===== src/hw/rtl/drf_pkg.sv =====
// Shared types and constants for the decimal readout formatter.
package drf_pkg;

	localparam int DISPLAY_PLACES_DEF = 8;

	localparam int VALUE_W = 27;
	localparam int POS_W = 3;
	localparam int CHAR_W = 6;
	localparam int S_TDATA_W = 32;
	localparam int M_TDATA_W = 16;

	localparam logic [CHAR_W-1:0] ASCII_ZERO = 6'h30;
	localparam int FILL_LOW_PLACE = 2;

	// Divide by ten: q = (x * RECIP) >> RECIP_SHIFT, exact for x < 2**34.
	localparam int RECIP_W = 32;
	localparam int RECIP_SHIFT = 35;
	localparam logic [RECIP_W-1:0] RECIP = 32'd3435973837;

	localparam int QUEUE_DEPTH = 2;
	localparam int QPTR_W = 1;
	localparam int QCNT_W = 2;

	typedef struct packed {
		logic                 valid;
		logic [VALUE_W-1:0]   value;
	} head_t;

endpackage


===== src/hw/rtl/drf_front.sv =====
// Input side: accepts value items into a short queue for the digit engine.
module drf_front (
	input  logic                          clk,
	input  logic                          arst_n,
	input  logic                          s_tvalid,
	output logic                          s_tready,
	input  logic [drf_pkg::S_TDATA_W-1:0] s_tdata,
	output drf_pkg::head_t                head,
	input  logic                          pop
);

	logic [drf_pkg::VALUE_W-1:0] mem [drf_pkg::QUEUE_DEPTH];
	logic [drf_pkg::QPTR_W-1:0] wr_ptr_q;
	logic [drf_pkg::QPTR_W-1:0] rd_ptr_q;
	logic [drf_pkg::QCNT_W-1:0] count_q;
	logic push;
	logic do_pop;

	assign s_tready = (count_q != drf_pkg::QCNT_W'(drf_pkg::QUEUE_DEPTH));
	assign push = s_tvalid && s_tready;
	assign do_pop = pop && (count_q != '0);

	assign head.valid = (count_q != '0);
	assign head.value = mem[rd_ptr_q];

	always_ff @(posedge clk) begin
		if (push) begin
			mem[wr_ptr_q] <= s_tdata[drf_pkg::VALUE_W-1:0];
		end
	end

	always_ff @(posedge clk or negedge arst_n) begin
		if (!arst_n) begin
			wr_ptr_q <= '0;
			rd_ptr_q <= '0;
			count_q <= '0;
		end else begin
			if (push) begin
				wr_ptr_q <= wr_ptr_q + 1'b1;
			end
			if (do_pop) begin
				rd_ptr_q <= rd_ptr_q + 1'b1;
			end
			case ({push, do_pop})
				2'b10: count_q <= count_q + 1'b1;
				2'b01: count_q <= count_q - 1'b1;
				default: count_q <= count_q;
			endcase
		end
	end

endmodule


===== config.mk =====
export PLATFORM = sky130hd
export DESIGN_NAME = drf_front
export DESIGN_NICKNAME = d
export VERILOG_FILES = /design/src/hw/rtl/drf_pkg.sv /design/src/hw/rtl/drf_front.sv
export SDC_FILE = /design/constraint.sdc
export NUM_CORES = 1
export LEC_CHECK = 0
export ABC_AREA = 1
export BUFFER_PORTS_ARGS = -buffer_cell sky130_fd_sc_hd__buf_2
export CAP_MARGIN = 20
export CORE_ASPECT_RATIO = 1.2
export CORE_MARGIN = 2
export CORE_UTILIZATION = 46
export DETAILED_ROUTE_END_ITERATION = 6
export PLACE_DENSITY = 0.77
export SETUP_SLACK_MARGIN = 0.05
export SYNTH_ARGS = -nofsm -noshare
export SYNTH_HDL_FRONTEND = slang
export SYNTH_SLANG_ARGS = --single-unit
export TNS_END_PERCENT = 100

===== constraint.sdc =====
create_clock -name clk -period 2.1 [get_ports clk]
set_input_delay 0.63 -clock clk [delete_from_list [all_inputs] [get_ports clk]]
set_output_delay 0.63 -clock clk [all_outputs]
set_load 0.02 [all_outputs]

Word level (Yosys, flattened, before mapping):

Memory sizes are Yosys's and may differ from the RTL's.
Cells that the tools add are included.

* logic and storage cells: 18
* input port bits: 36
* memory bits (writable): 54
* bits in registers: 4
* memories kept: 1
* output and inout port bits: 29

Memory list
* mem: depth 2, bits a word 27, rd ports 1, clocked after Yosys merged registers in 0, write ports 1, line drf_front.sv:12 `logic [drf_pkg::VALUE_W-1:0] mem [drf_pkg::QUEUE_DEPTH];`

* reductions and logical operators: 4
* mux-type cells: 3
* equal/unequal tests: 3
* $add $sub $neg: 4

Operators with widths (number)
* 2-bit case mux with 2 select lines: 1
* 2-bit nonzero test: 2
* 1-bit adder, second input constant: 2
* 2-bit by 1-bit adder with 2-bit output, second input constant: 1
* 2-bit by 1-bit == test with 1-bit output, second input constant: 1
* 2-bit == test, second input constant: 1
* 1-bit logical AND: 2
* 1-bit 2-to-1 mux: 2
* 2-bit inequality test, second input constant: 1
* 2-bit by 1-bit subtractor with 2-bit output, second input constant: 1

Logic depth before layout (Yosys ltp):

* word-level depth: 4
* gate-level depth with buffers: 10
* depth with buffers taken out: 10

Least setup slack after synthesis:

OpenSTA, ideal clock, no wires.

* path type: input to register
* from: input s_tvalid
* to: memory mem[0][0] (netlist bit), enable pin
* cell stages on the path: 2
* arrival: 1.841 ns
* path slack: -0.152 ns
* library setup time: 0.411 ns
* path buffers: 0
* data required time: 1.689 ns
* cells stage by stage: nand2_4 nor2_1

* word-level cells in the longest chain between the ends: 3

Ends and longest elaborated chain
* start, declared: line drf_front.sv:5 `input logic s_tvalid,`
* 1-bit logical AND: line drf_front.sv:20 `assign push = s_tvalid && s_tready;`
* 1-bit 2-to-1 mux: line drf_front.sv:27 `if (push) begin`
* 1-bit 2-to-1 mux (implied by the code): line drf_front.sv:28 `mem[wr_ptr_q] <= s_tdata[drf_pkg::VALUE_W-1:0];`
* end, declared: line drf_front.sv:12

Every way passes these cells.

==> results.txt <==
Final setup viols: 0
Netlist cell types: 16
Largest cells by area after synthesis: edfxtp_1 (73%), nand2_1 (15%), dfrtp_1 (4.5%)
Sw Ratio: 37.2%
Clock skew: 0.00535 ns
Final net count: 275
Area Growth Syn to Fin: 24.3%
Seq cells post-synth: 58
YS warnings: 0
Chip height: 80.4 um
Critical path class: register to output port
Clk pwr share: 22.7%
Cts hold-fix bufs: 0
Row count: 27
Rel. slew slack: 76.1%
Gr ovfl total: 0
Worst EP required: 1.47 ns
Count of final hold-check violations: 0
Maximum vdd drop: 0.709 mV
Cell area after synthesis: 2230 sq um
Initial antenna violation count: 0
Syn nets: 207
Element type at the critical path end: output port
Synth Instances: 170
Via Count: 1395
Sink Count: 58
Vias in the first global route: 1362
Dpl hpwl: 2400 um
CP Launch Type: register
Int Pwr: 2.59 mW
DR DRC count: 0
Fin crit share: 91.5%
Share of the synthesized area in the top cell type: 72.6%
Seq/Total Area, Yosys: 77.0%
Switch Pwr: 1.53 mW
RSZ-0062 raised after global routing: no
Finished Layout Cells: 301
Hold WC Path Type: input pin to async pin
Placed insts: 285
GRT Overall Usage: 15.4%
Routed wire length: 3710 um
Clk_lat worst skew: 0.33 ns
H-tree depth: 3
Worst Tran Pin Value: 0.358 ns
Worst Path Max Fanout: 28
Initial drt markers: 61
Wire length of the first global-routing pass: 5730 um
Drt pass-1 iters: 4
P per Cell Area: 1490 nW/um^2
Starting Density: 48.3%
Die area: 5430 sq um
Gp weighted congestion: 0.679
Chip Width: 67.6 um
Routed vias/inst: 4.63
Pins Over Slew Limit: 0
Tmin final: 1.92 ns
TritonCTS clock tree: built
Inserted Diodes: 0
Post-DRT Antenna Nets: 0
Clock root buffer: clkbuf_8
CTS Buf Count: 9
Max-cap violations: 0
Top cell type by total area after synthesis: edfxtp_1
Input/output buffers: 59
Largest net degree at the start of global routing: 29
Post-CTS Setup Bufs: 0
Mean Syn Cell Area: 13.1 sq um
Arrival time worst endpoint: 1.29 ns
Share of cells above drive strength 1: 34.2%
Max clock buf depth: 2
Outcome: finished clean
Routed length per instance: 12.3 um
Worst-path clk slew: 0.06 ns
Core footprint: 4630 sq um
TNS Setup: 0 ns
Lkg Pwr: 1.24 nW
Power share of the sequential group: 40.7%
Highest clock rate: 0.521 GHz
Top-level port count: 65
Combinational Power Share: 36.6%
power groups by stage:
stage | sequential [mW] | combinational, mW | clock [mW]
floorplan | 1.68 | 1.11 | 0
global placement | 1.68 | 1.49 | 0
detailed placement | 1.69 | 1.51 | 0
CTS | 1.67 | 1.52 | 0.956
global route | 1.70 | 1.68 | 1.00
finish | 1.68 | 1.51 | 0.938
sequential cells by signal, summed over array words and instances (netlist names):
name,flops
rd_ptr_q,1
wr_ptr_q,1
mem,54
count_q,2
per-stage QoR:
step	instance area [sq um]	total power, mW	util, %	hold WS [ns]	setup slack (ns)
after floorplan	2240	2.79	-	0.334	0.300
after global placement	2580	3.17	55.7	0.441	0.359
after detailed placement	2580	3.21	55.7	0.445	0.354
after CTS	2760	4.15	59.7	0.0896	0.0797
after global routing	2780	4.39	60.0	0.0980	0.0699
final	2780	4.13	60.0	0.100	0.179
cell usage after synthesis:
master and number:
xnor2_1 1, nand2_1 87, nand2_2 2, nand4_1 1
a21oi_1 1, edfxtp_1 54, nand3_1 2, buf_8 2
nor2_4 1, inv_2 2, inv_1 5, nand2_4 2
buf_6 3, ha_1 1, nor2_1 2, dfrtp_1 4
path summary, 6_finish.rpt:
path,start,to,slack (ns),cells after the start
worst max-delay path,rd_ptr_q,head[24],0.18,4
worst min-delay path,arst_n,rd_ptr_q,0.10,1
worst max register to register,count_q[1],count_q[1],0.70,9
worst min register to register,count_q[0],count_q[0],0.53,1
max in group asynchronous,arst_n,count_q[1],1.88,1
min in group clk,s_tdata[18],mem[0][18],0.49,1
cells in the final DEF, fill, tap and decap left out, types with 2 or more instances in the layout:
master,count
nand2_1,87
buf_2,59
edfxtp_1,54
clkbuf_8,9
inv_1,5
dfrtp_1,4
clkinv_1,3
nand2_2,2
nand2_4,2
nand3_1,2
clkinv_2,2
buf_12,2
critical path: stages (launching register included):
cell,delay (ns)
dfrtp_1,0.45
inv_6,0.21
nand2_1,0.08
nand2_1,0.07
buf_2,0.16
layout make-up:
| cell class | count | area, sq um |
|---|---|---|
| Multi-Input combinational cell | 100 | 425 |
| Fill cell | 391 | 1850 |
| Clock buffer | 9 | 124 |
| Inverter | 7 | 31.3 |
| Timing Repair Buffer | 62 | 343 |
| Sequential cell | 58 | 1720 |
| Tap cell | 58 | 72.6 |
| Clock inverter | 7 | 60.1 |
metal layers:
| metal | global-route usage, % | up-vias | wire, um |
|---|---|---|---|
| met5 | 0 | - | 0 |
| met4 | 11.2 | 0 | 121 |
| met3 | 5.32 | 10 | 211 |
| met2 | 26.4 | 37 | 2020 |
| met1 | 14.8 | 643 | 1360 |
| li1 | - | 705 | - |
cells by family (layout without fill, tap and decap cells):
family,Yosys count,after routing,synth area share (%)
flops,58,58,77.0
fa+ha+maj,1,1,0.560
simple gates,97,97,17.7
compound gates,1,1,0.224
xor+xnor,1,1,0.392
buf+inv,12,85,4.03
what timing repair did:
| action | in CTS | in global routing |
|---|---|---|
| setup endpoints to repair | 27 | 23 |
| pin swaps | 0 | 0 |
| resized for setup | 1 | 4 |
| gates cloned | 0 | 0 |
No activity file was read; power rests on OpenSTA's default activity.
